File: src/hw/rtl/relay_permission_table_core_macros.svh
// Assertion macros shared by the relay permission table RTL.
`ifndef RELAY_PERMISSION_TABLE_CORE_MACROS_SVH
`define RELAY_PERMISSION_TABLE_CORE_MACROS_SVH

`ifndef SYNTHESIS
// Same-cycle implication, disabled while reset is high.
`define RPT_ASSERT_IMPLY(lbl, clk, rst, ante, cons, msg) \
   lbl: assert property (@(posedge clk) disable iff (rst) (ante) |-> (cons)) else $error(msg);
// Next-cycle implication, disabled while reset is high.
`define RPT_ASSERT_NEXT(lbl, clk, rst, ante, cons, msg) \
   lbl: assert property (@(posedge clk) disable iff (rst) (ante) |=> (cons)) else $error(msg);
`else
`define RPT_ASSERT_IMPLY(lbl, clk, rst, ante, cons, msg)
`define RPT_ASSERT_NEXT(lbl, clk, rst, ante, cons, msg)
`endif

`endif

File: src/hw/rtl/rpt_pkg.sv
// Types and constants shared by the relay permission table and its cells.
package rpt_pkg;

   typedef enum logic [2:0] {
      FUNC_TICK         = 3'd0,
      FUNC_ADD          = 3'd1,
      FUNC_REMOVE       = 3'd2,
      FUNC_REMOVE_ALL   = 3'd3,
      FUNC_LOOKUP       = 3'd4,
      FUNC_USAGE        = 3'd5,
      FUNC_SET_LIFETIME = 3'd6,
      FUNC_SWEEP        = 3'd7
   } func_type;

   localparam logic [31:0] UNLIMITED_BW = 32'd99999999;

   // Broadcast from the controller to every cell.
   typedef struct packed {
      logic        look;
      logic        apply;
      func_type    func;
      logic [31:0] peer_ip;
      logic [31:0] now;
      logic [15:0] perm_life;
      logic        any_match;
   } rpt_cmd_type;

   // Handed from each cell to the next one up the chain.
   typedef struct packed {
      logic match_seen;
      logic free_seen;
   } rpt_link_type;

   // Per-cell status seen by the controller.
   typedef struct packed {
      logic valid;
      logic match;
      logic drop;
   } rpt_cell_status_type;

endpackage

File: src/hw/rtl/rpt_cell.sv
// One permission slot: peer address, refresh stamp and valid bit.
module rpt_cell
   import rpt_pkg::*;
(
   input  logic                clock,
   input  logic                reset,
   input  rpt_cmd_type         cmd,
   input  rpt_link_type        link_in,
   output rpt_link_type        link_out,
   output rpt_cell_status_type status
);

   logic        valid_ff, valid_in;
   logic [31:0] peer_ff, peer_in;
   logic [31:0] stamp_ff, stamp_in;
   logic        match_ff, match_in;
   logic        claim_ff, claim_in;
   logic        drop_ff, drop_in;

   logic        hit_now;
   logic [31:0] age;
   logic        expired;

   assign hit_now = valid_ff && (peer_ff == cmd.peer_ip);
   assign age     = cmd.now - stamp_ff;
   assign expired = valid_ff && (age >= {16'b0, cmd.perm_life});

   assign link_out.match_seen = link_in.match_seen | hit_now;
   assign link_out.free_seen  = link_in.free_seen | !valid_ff;

   assign status.valid = valid_ff;
   assign status.match = match_ff;
   assign status.drop  = drop_ff;

   always_comb begin
      valid_in = valid_ff;
      peer_in  = peer_ff;
      stamp_in = stamp_ff;
      match_in = match_ff;
      claim_in = claim_ff;
      drop_in  = drop_ff;
      if (cmd.look) begin
         match_in = hit_now;
         // lowest free slot: no free slot below this one
         claim_in = !valid_ff && !link_in.free_seen;
         drop_in  = expired;
      end
      if (cmd.apply) begin
         case (cmd.func)
            FUNC_ADD: begin
               if (match_ff) begin
                  stamp_in = cmd.now;
               end else if (!cmd.any_match && claim_ff) begin
                  valid_in = 1'b1;
                  peer_in  = cmd.peer_ip;
                  stamp_in = cmd.now;
               end
            end
            FUNC_REMOVE: begin
               if (match_ff) valid_in = 1'b0;
            end
            FUNC_REMOVE_ALL: begin
               valid_in = 1'b0;
            end
            FUNC_SWEEP: begin
               if (drop_ff) valid_in = 1'b0;
            end
            default: begin
               valid_in = valid_ff;
            end
         endcase
      end
   end

   always_ff @(posedge clock) begin
      if (reset) begin
         valid_ff <= 1'b0;
         match_ff <= 1'b0;
         claim_ff <= 1'b0;
         drop_ff  <= 1'b0;
      end else begin
         valid_ff <= valid_in;
         match_ff <= match_in;
         claim_ff <= claim_in;
         drop_ff  <= drop_in;
      end
   end

   always_ff @(posedge clock) begin
      peer_ff  <= peer_in;
      stamp_ff <= stamp_in;
   end

endmodule

File: src/hw/rtl/relay_permission_table_core.sv
// Top level of the relay permission table: controller, cell chain and ports.
// Relay permission table with allocation lifetime and bandwidth accounting. Every
// request transaction (func in req_tuser, peer address and value in req_tdata)
// yields one response transaction carrying the outcome and the allocation status
// after the operation. A transaction steps through the states in order: the
// accept cycle, a lookup cycle in which each cell compares its peer address and
// the free-slot and match flags ripple up the cell chain, an update cycle in which
// the cells and the counters change, and a status cycle that subtracts remaining
// time and bandwidth and loads the response register. req_tready is high only
// between transactions; the status cycle holds while a previous response waits.
// Registers: 0x0 bandwidth_limit (0 = unlimited), 0x4 permission_lifetime.
`include "relay_permission_table_core_macros.svh"
module relay_permission_table_core
   import rpt_pkg::*;
#(
   parameter int ENTRIES = 16
) (
   input  logic        clock,
   input  logic        reset,
   input  logic        req_tvalid,
   output logic        req_tready,
   input  logic [63:0] req_tdata,   // peer_ip[31:0], value[63:32]
   input  logic [2:0]  req_tuser,   // func[2:0]
   output logic        rsp_tvalid,
   input  logic        rsp_tready,
   // hit[0], table_full[1], removed_count[6:2], entry_count[11:7],
   // time_remaining[43:12], bandwidth_remaining[75:44], alloc_expired[76],
   // alloc_ok[77], zero[79:78]
   output logic [79:0] rsp_tdata,
   input  logic        csr_psel,
   input  logic        csr_penable,
   input  logic        csr_pwrite,
   input  logic [2:0]  csr_paddr,
   input  logic [31:0] csr_pwdata,
   output logic [31:0] csr_prdata,
   output logic        csr_pready
);

   localparam int CNT_W = $clog2(ENTRIES + 1);

   typedef enum logic [3:0] {
      ST_IDLE   = 4'b0001,
      ST_LOOK   = 4'b0010,
      ST_APPLY  = 4'b0100,
      ST_REPORT = 4'b1000
   } state_type;

   state_type          state_ff, state_in;
   func_type           func_ff, func_in;
   logic [31:0]        ip_ff, ip_in;
   logic [31:0]        value_ff, value_in;
   logic [31:0]        now_ff, now_in;
   logic [31:0]        elapsed_ff, elapsed_in;
   logic [31:0]        life_ff, life_in;
   logic [31:0]        used_ff, used_in;
   logic [CNT_W-1:0]   entry_ff, entry_in;
   logic               any_match_ff, any_match_in;
   logic               any_free_ff, any_free_in;
   logic               hit_ff, hit_in;
   logic               full_ff, full_in;
   logic [CNT_W-1:0]   removed_ff, removed_in;
   logic [31:0]        limit_ff, limit_in;
   logic [15:0]        perm_life_ff, perm_life_in;
   logic               rsp_valid_ff, rsp_valid_in;
   logic [79:0]        rsp_data_ff, rsp_data_in;

   rpt_cmd_type         cmd;
   rpt_link_type        links [ENTRIES+1];
   rpt_cell_status_type cell_status [ENTRIES];
   logic [ENTRIES-1:0]  valid_vec;
   logic [ENTRIES-1:0]  match_vec;
   logic [ENTRIES-1:0]  drop_vec;

   logic               csr_wr;
   logic [CNT_W-1:0]   drop_count;
   logic [32:0]        used_sum;
   logic [32:0]        time_diff;
   logic [32:0]        bw_diff;
   logic [31:0]        trem;
   logic [31:0]        brem;
   logic               rsp_free;
   logic [CNT_W+4:0]   removed_wide;
   logic [CNT_W+4:0]   entry_wide;

   // ---------------- configuration port ----------------
   assign csr_pready = 1'b1;
   assign csr_wr     = csr_psel && csr_penable && csr_pwrite;
   assign csr_prdata = csr_paddr[2] ? {16'b0, perm_life_ff} : limit_ff;

   always_comb begin
      limit_in     = limit_ff;
      perm_life_in = perm_life_ff;
      if (csr_wr) begin
         if (csr_paddr[2]) perm_life_in = csr_pwdata[15:0];
         else              limit_in     = csr_pwdata;
      end
   end

   // ---------------- cell chain ----------------
   assign cmd.look      = (state_ff == ST_LOOK);
   assign cmd.apply     = (state_ff == ST_APPLY);
   assign cmd.func      = func_ff;
   assign cmd.peer_ip   = ip_ff;
   assign cmd.now       = now_ff;
   assign cmd.perm_life = perm_life_ff;
   assign cmd.any_match = any_match_ff;

   assign links[0] = '0;

   for (genvar g = 0; g < ENTRIES; g++) begin : g_cell
      rpt_cell u_cell (
         .clock    (clock),
         .reset    (reset),
         .cmd      (cmd),
         .link_in  (links[g]),
         .link_out (links[g+1]),
         .status   (cell_status[g])
      );
      assign valid_vec[g] = cell_status[g].valid;
      assign match_vec[g] = cell_status[g].match;
      assign drop_vec[g]  = cell_status[g].drop;
   end

   always_comb begin
      drop_count = '0;
      for (int i = 0; i < ENTRIES; i++) begin
         drop_count = drop_count + CNT_W'(drop_vec[i]);
      end
   end

   // ---------------- status arithmetic ----------------
   assign used_sum  = {1'b0, used_ff} + {1'b0, value_ff};
   assign time_diff = {1'b0, life_ff} - {1'b0, elapsed_ff};
   assign bw_diff   = {1'b0, limit_ff} - {1'b0, used_ff};
   assign trem      = time_diff[32] ? 32'd0 : time_diff[31:0];
   assign brem      = (limit_ff == 32'd0) ? UNLIMITED_BW :
                      (bw_diff[32] ? 32'd0 : bw_diff[31:0]);
   assign rsp_free  = !rsp_valid_ff || rsp_tready;

   assign removed_wide = {5'b0, removed_ff};
   assign entry_wide   = {5'b0, entry_in};

   // ---------------- controller ----------------
   always_comb begin
      state_in     = state_ff;
      func_in      = func_ff;
      ip_in        = ip_ff;
      value_in     = value_ff;
      now_in       = now_ff;
      elapsed_in   = elapsed_ff;
      life_in      = life_ff;
      used_in      = used_ff;
      entry_in     = entry_ff;
      any_match_in = any_match_ff;
      any_free_in  = any_free_ff;
      hit_in       = hit_ff;
      full_in      = full_ff;
      removed_in   = removed_ff;
      rsp_valid_in = rsp_valid_ff && !rsp_tready;
      rsp_data_in  = rsp_data_ff;

      case (state_ff)
         ST_IDLE: begin
            if (req_tvalid) begin
               func_in  = func_type'(req_tuser);
               ip_in    = req_tdata[31:0];
               value_in = req_tdata[63:32];
               state_in = ST_LOOK;
            end
         end
         ST_LOOK: begin
            any_match_in = links[ENTRIES].match_seen;
            any_free_in  = links[ENTRIES].free_seen;
            state_in     = ST_APPLY;
         end
         ST_APPLY: begin
            hit_in     = 1'b0;
            full_in    = 1'b0;
            removed_in = '0;
            case (func_ff)
               FUNC_TICK: begin
                  now_in     = now_ff + 32'd1;
                  elapsed_in = elapsed_ff + 32'd1;
               end
               FUNC_ADD: begin
                  if (any_match_ff)     hit_in   = 1'b1;
                  else if (any_free_ff) entry_in = entry_ff + CNT_W'(1);
                  else                  full_in  = 1'b1;
               end
               FUNC_REMOVE: begin
                  if (any_match_ff) begin
                     hit_in   = 1'b1;
                     entry_in = entry_ff - CNT_W'(1);
                  end
               end
               FUNC_REMOVE_ALL: begin
                  removed_in = entry_ff;
                  entry_in   = '0;
               end
               FUNC_LOOKUP: begin
                  hit_in = any_match_ff;
               end
               FUNC_USAGE: begin
                  elapsed_in = '0;
                  used_in    = used_sum[32] ? 32'hFFFF_FFFF : used_sum[31:0];
               end
               FUNC_SET_LIFETIME: begin
                  life_in    = value_ff;
                  elapsed_in = '0;
               end
               FUNC_SWEEP: begin
                  removed_in = drop_count;
               end
               default: begin
                  hit_in = 1'b0;
               end
            endcase
            state_in = ST_REPORT;
         end
         ST_REPORT: begin
            // hold until the response register can take the result
            if (rsp_free) begin
               if (func_ff == FUNC_SWEEP) entry_in = entry_ff - removed_ff;
               rsp_data_in = {2'b00,
                              (trem != 32'd0) && (brem != 32'd0),
                              trem == 32'd0,
                              brem,
                              trem,
                              entry_wide[4:0],
                              removed_wide[4:0],
                              full_ff,
                              hit_ff};
               rsp_valid_in = 1'b1;
               state_in     = ST_IDLE;
            end
         end
         default: begin
            state_in = ST_IDLE;
         end
      endcase
   end

   assign req_tready = (state_ff == ST_IDLE);
   assign rsp_tvalid = rsp_valid_ff;
   assign rsp_tdata  = rsp_data_ff;

   always_ff @(posedge clock) begin
      if (reset) begin
         state_ff     <= ST_IDLE;
         now_ff       <= '0;
         elapsed_ff   <= '0;
         life_ff      <= '0;
         used_ff      <= '0;
         entry_ff     <= '0;
         any_match_ff <= 1'b0;
         any_free_ff  <= 1'b0;
         hit_ff       <= 1'b0;
         full_ff      <= 1'b0;
         removed_ff   <= '0;
         limit_ff     <= '0;
         perm_life_ff <= 16'd300;
         rsp_valid_ff <= 1'b0;
      end else begin
         state_ff     <= state_in;
         now_ff       <= now_in;
         elapsed_ff   <= elapsed_in;
         life_ff      <= life_in;
         used_ff      <= used_in;
         entry_ff     <= entry_in;
         any_match_ff <= any_match_in;
         any_free_ff  <= any_free_in;
         hit_ff       <= hit_in;
         full_ff      <= full_in;
         removed_ff   <= removed_in;
         limit_ff     <= limit_in;
         perm_life_ff <= perm_life_in;
         rsp_valid_ff <= rsp_valid_in;
      end
   end

   always_ff @(posedge clock) begin
      func_ff     <= func_in;
      ip_ff       <= ip_in;
      value_ff    <= value_in;
      rsp_data_ff <= rsp_data_in;
   end

   // ---------------- assertions ----------------
   `RPT_ASSERT_NEXT(a_accept_to_look, clock, reset, req_tvalid && req_tready,
      state_ff == ST_LOOK, "accepted request did not start a lookup")
   `RPT_ASSERT_IMPLY(a_count_tracks_cells, clock, reset, state_ff == ST_IDLE,
      $countones(valid_vec) == int'(entry_ff), "entry count disagrees with cells")
   `RPT_ASSERT_IMPLY(a_peer_unique, clock, reset, state_ff == ST_APPLY,
      $onehot0(match_vec), "peer address held by more than one cell")
   `RPT_ASSERT_NEXT(a_report_loads_rsp, clock, reset,
      state_ff == ST_REPORT && rsp_free, rsp_valid_ff && state_ff == ST_IDLE,
      "status cycle did not load the response")

endmodule
File: config.mk
export PLATFORM = sky130hd
export DESIGN_NAME = relay_permission_table_core
export DESIGN_NICKNAME = d
export VERILOG_FILES = /design/src/hw/rtl/rpt_pkg.sv /design/src/hw/rtl/rpt_cell.sv /design/src/hw/rtl/relay_permission_table_core.sv
export VERILOG_INCLUDE_DIRS = /design/src /design/src/hw/rtl
export SDC_FILE = /design/constraint.sdc
export NUM_CORES = 2
export LEC_CHECK = 0
export BUFFER_PORTS_ARGS = -buffer_cell sky130_fd_sc_hd__buf_2
export CAP_MARGIN = 20
export CORE_MARGIN = 2
export CORE_UTILIZATION = 45
export DETAILED_ROUTE_END_ITERATION = 6
export PLACE_DENSITY_LB_ADDON = 0.3
export SLEW_MARGIN = 20
export SYNTH_ARGS = -nofsm -noshare
export SYNTH_HDL_FRONTEND = slang
export SYNTH_HIERARCHICAL = 1
export SYNTH_SLANG_ARGS = --single-unit
File: constraint.sdc
create_clock -name clock -period 32.6 [get_ports clock]
set_clock_uncertainty 0.2 [all_clocks]
set_input_delay 3.26 -clock clock [delete_from_list [all_inputs] [get_ports clock]]
set_output_delay 3.26 -clock clock [all_outputs]
set_load 0.05 [all_outputs]
==> results.cfg <==
[outcome]
outcome = finished clean

[placement]
gp_congestion = 0.926
dp_cells = 12800
hpwlAfterDp_um = 199000
preCtsSetupSlack_ns = 24.58
port-buffer-count = 218
dpl_cell_area_um2 = 102000

[global_routing]
grtUsageTotal_pct = 25.3
grt_start_max_net_pins = 81
overflow = 0
grt_pass1_vias = 73900
antenna_found_initial = 18
grt_pass1_wl_um = 432000

[worst_setup_path]
critPathMaxStageDelay_ns = 0.61
critPathTopFamily = buffers and inverters
critPathLaunchType = primary input
end_kind = primary output
crit_type = in -> out
cpMostUsedCell = buf_2
cp_data_required_time_ns = 29.14
crit_arrival_ns = 4.58
crit_path_max_fanout = 37
worst_path_max_delay_cell = buf_2
crit_buf_inv = 2
crit_chain = buf_2 -> mux2_2 -> buf_2

[sta]
drv_slew = 0
max_freq_ghz = 0.124
worst_pin_slew_ns = 1.15
period_share_pct = 24.7
finalHoldViolations = 0
fin_crit_ns = 8.04
relSlewSlack_pct = 23.0
final-setup-viol-count = 0
rsz0062_at_grt = no
finalWorstSetupSlack_ns = 24.56
timing.setup.tns_ns = 0

[drt]
vias = 76800
dr.pass1.iters = 7
route.detailed.drc = 0
routed_via_density = 5.85
drt-total-wl_um = 284000
wire_per_inst_um = 21.6
ant_nets = 0
drtIter0Drc = 7108

[floorplanning]
rows = 170
chipWidth_um = 469
die_y_um = 469
dieArea_um2 = 220000
core_um2 = 215000
start_util_pct = 45.3
pin_count = 224

[final_layout]
fin_cells = 13100
drive_gt1_share_pct = 9.74
layout.nets = 11100
final_area_um2 = 108000
multiInputGateArea_um2 = 52200
fill_cells = 19300
area_growth_pct = 11.4
regArea_um2 = 40300

[yosys]
ys_warn_count = 6
syn_avg_cell_area_um2 = 9.88
netlist_area_um2 = 97100
netlist_instances = 9825

[power]
p_per_area_nw_per_um2 = 38.8
power_w = 0.00420
ir_worst_vdd_uv = 59.0
leakage_nw = 42.6

[clocking]
clk_latency_ns = 0.87
cts_setup_buffers = 0
clkTransAtPathRegs_ns = 0.06
cts_tree = done
clockBufferDepth = 3
cts_htree_levels = 4
cts-hold-fix-buffers = 0
cts_buffers = 162
cts.sinks = 1428
cts_resized = 0
ctsRootBufferMaster = clkbuf_16

[min_path]
worstHoldPathType = reg -> reg

[run]
cap_violations = 0
[power by group]
part / internal, W / total (W) / leakage [nW] / switching (W)
combinational: 0.0000804 / 0.000227 / 26.9 / 0.000147
clock: 0.00116 / 0.00197 / 2.84 / 0.000809
sequential: 0.00198 / 0.00199 / 12.8 / 0.0000169
[through the flow]
stage / util (%) / hold WS [ns]
after floorplan: - / 0.208
after global placement: 47.6 / 0.214
after detailed placement: 47.6 / 0.226
after CTS: 50.4 / 0.252
after global routing: 50.4 / 0.256
final: 50.4 / 0.244
[sequential cells by signal (all words and copies together) (netlist names), 3 cells and up]
| signal | count |
|---|---|
| rsp_tdata | 78 |
| g_cell.u_cell/match_ff | 16 |
| g_cell.u_cell/valid_ff | 16 |
| entry_ff | 5 |
| life_ff | 32 |
| ip_ff | 32 |
| g_cell.u_cell/claim_ff | 16 |
| perm_life_ff | 16 |
| g_cell.u_cell/peer_ff | 512 |
| elapsed_ff | 32 |
| g_cell.u_cell/drop_ff | 16 |
| value_ff | 32 |
| state_ff | 4 |
| limit_ff | 32 |
| removed_ff | 5 |
| used_ff | 32 |
| g_cell.u_cell/stamp_ff | 512 |
| func_ff | 3 |
| now_ff | 32 |
[layout make-up]
type                            instances  share of cell area (%)
Antenna cell                            4                 0.00925
Clock buffer                          207                    4.11
Clock inverter                         97                    1.33
Inverter                             1039                    3.61
Multi-Input combinational cell       7150                    48.3
Sequential cell                      1428                    37.3
Tap cell                             2838                    3.28
Timing Repair Buffer                  363                    2.08
[layout by cell type (no fill, tap or decap), types with 57 or more instances in the layout]
master / n
o21ai_1: 67
nor2_1: 708
ha_1: 862
a31oi_1: 90
buf_4: 142
mux2i_1: 65
and3_1: 76
buf_2: 217
o211ai_1: 82
clkbuf_16: 167
nand4_1: 233
o21ai_0: 398
nand3_1: 173
o21a_1: 99
a21oi_1: 718
nor4_1: 92
or3_1: 57
o31ai_1: 86
nor3_1: 108
dfxtp_1: 214
inv_1: 1026
o21bai_1: 72
edfxtp_1: 1169
nand2b_1: 170
a21o_1: 234
nor2b_1: 82
xor2_1: 273
nand2_1: 676
xnor2_1: 679
a211oi_1: 133
[worst register-to-register path, cell delays in order, from the launching register on]
cell,delay (ns)
edfxtp_1,0.70
buf_4,0.47
xor2_1,0.19
nor4_1,0.07
nand4_1,0.10
nor4_1,0.12
or2_2,0.33
or2_2,0.30
or2_2,0.29
or2_2,0.32
or2_2,0.31
or2_2,0.29
or2_2,0.31
or2_2,0.29
or2_2,0.29
or2_2,0.29
or2_2,0.30
or2_2,0.29
or2_2,0.33
or2_2,0.29
or2_2,0.28
or2_2,0.29
mux2i_1,0.13
nor2_1,0.05
[routing by layer]
layer / global-route usage (%) / vias up / routed length (um) / part of all wire [%]
li1: - / 36600 / - / -
met1: 35.0 / 37300 / 128000 / 45
met2: 39.9 / 2444 / 127000 / 45
met3: 4.17 / 502 / 19200 / 6.7
met4: 8.96 / 8 / 10400 / 3.7
met5: 0 / - / 55 / 0.019
[final timing paths]
kind                            slack, ns  cells past startpoint         start            end
worst max-delay path                24.56                      3  csr_paddr[2]  csr_prdata[2]
worst min-delay path                 0.24                      0        hit_ff   rsp_tdata[0]
worst max register to register      25.62                     23     ip_ff[21]   any_match_ff
worst min register to register       0.24                      0        hit_ff   rsp_tdata[0]
Note: power is estimated with default switching activity, not from simulation.
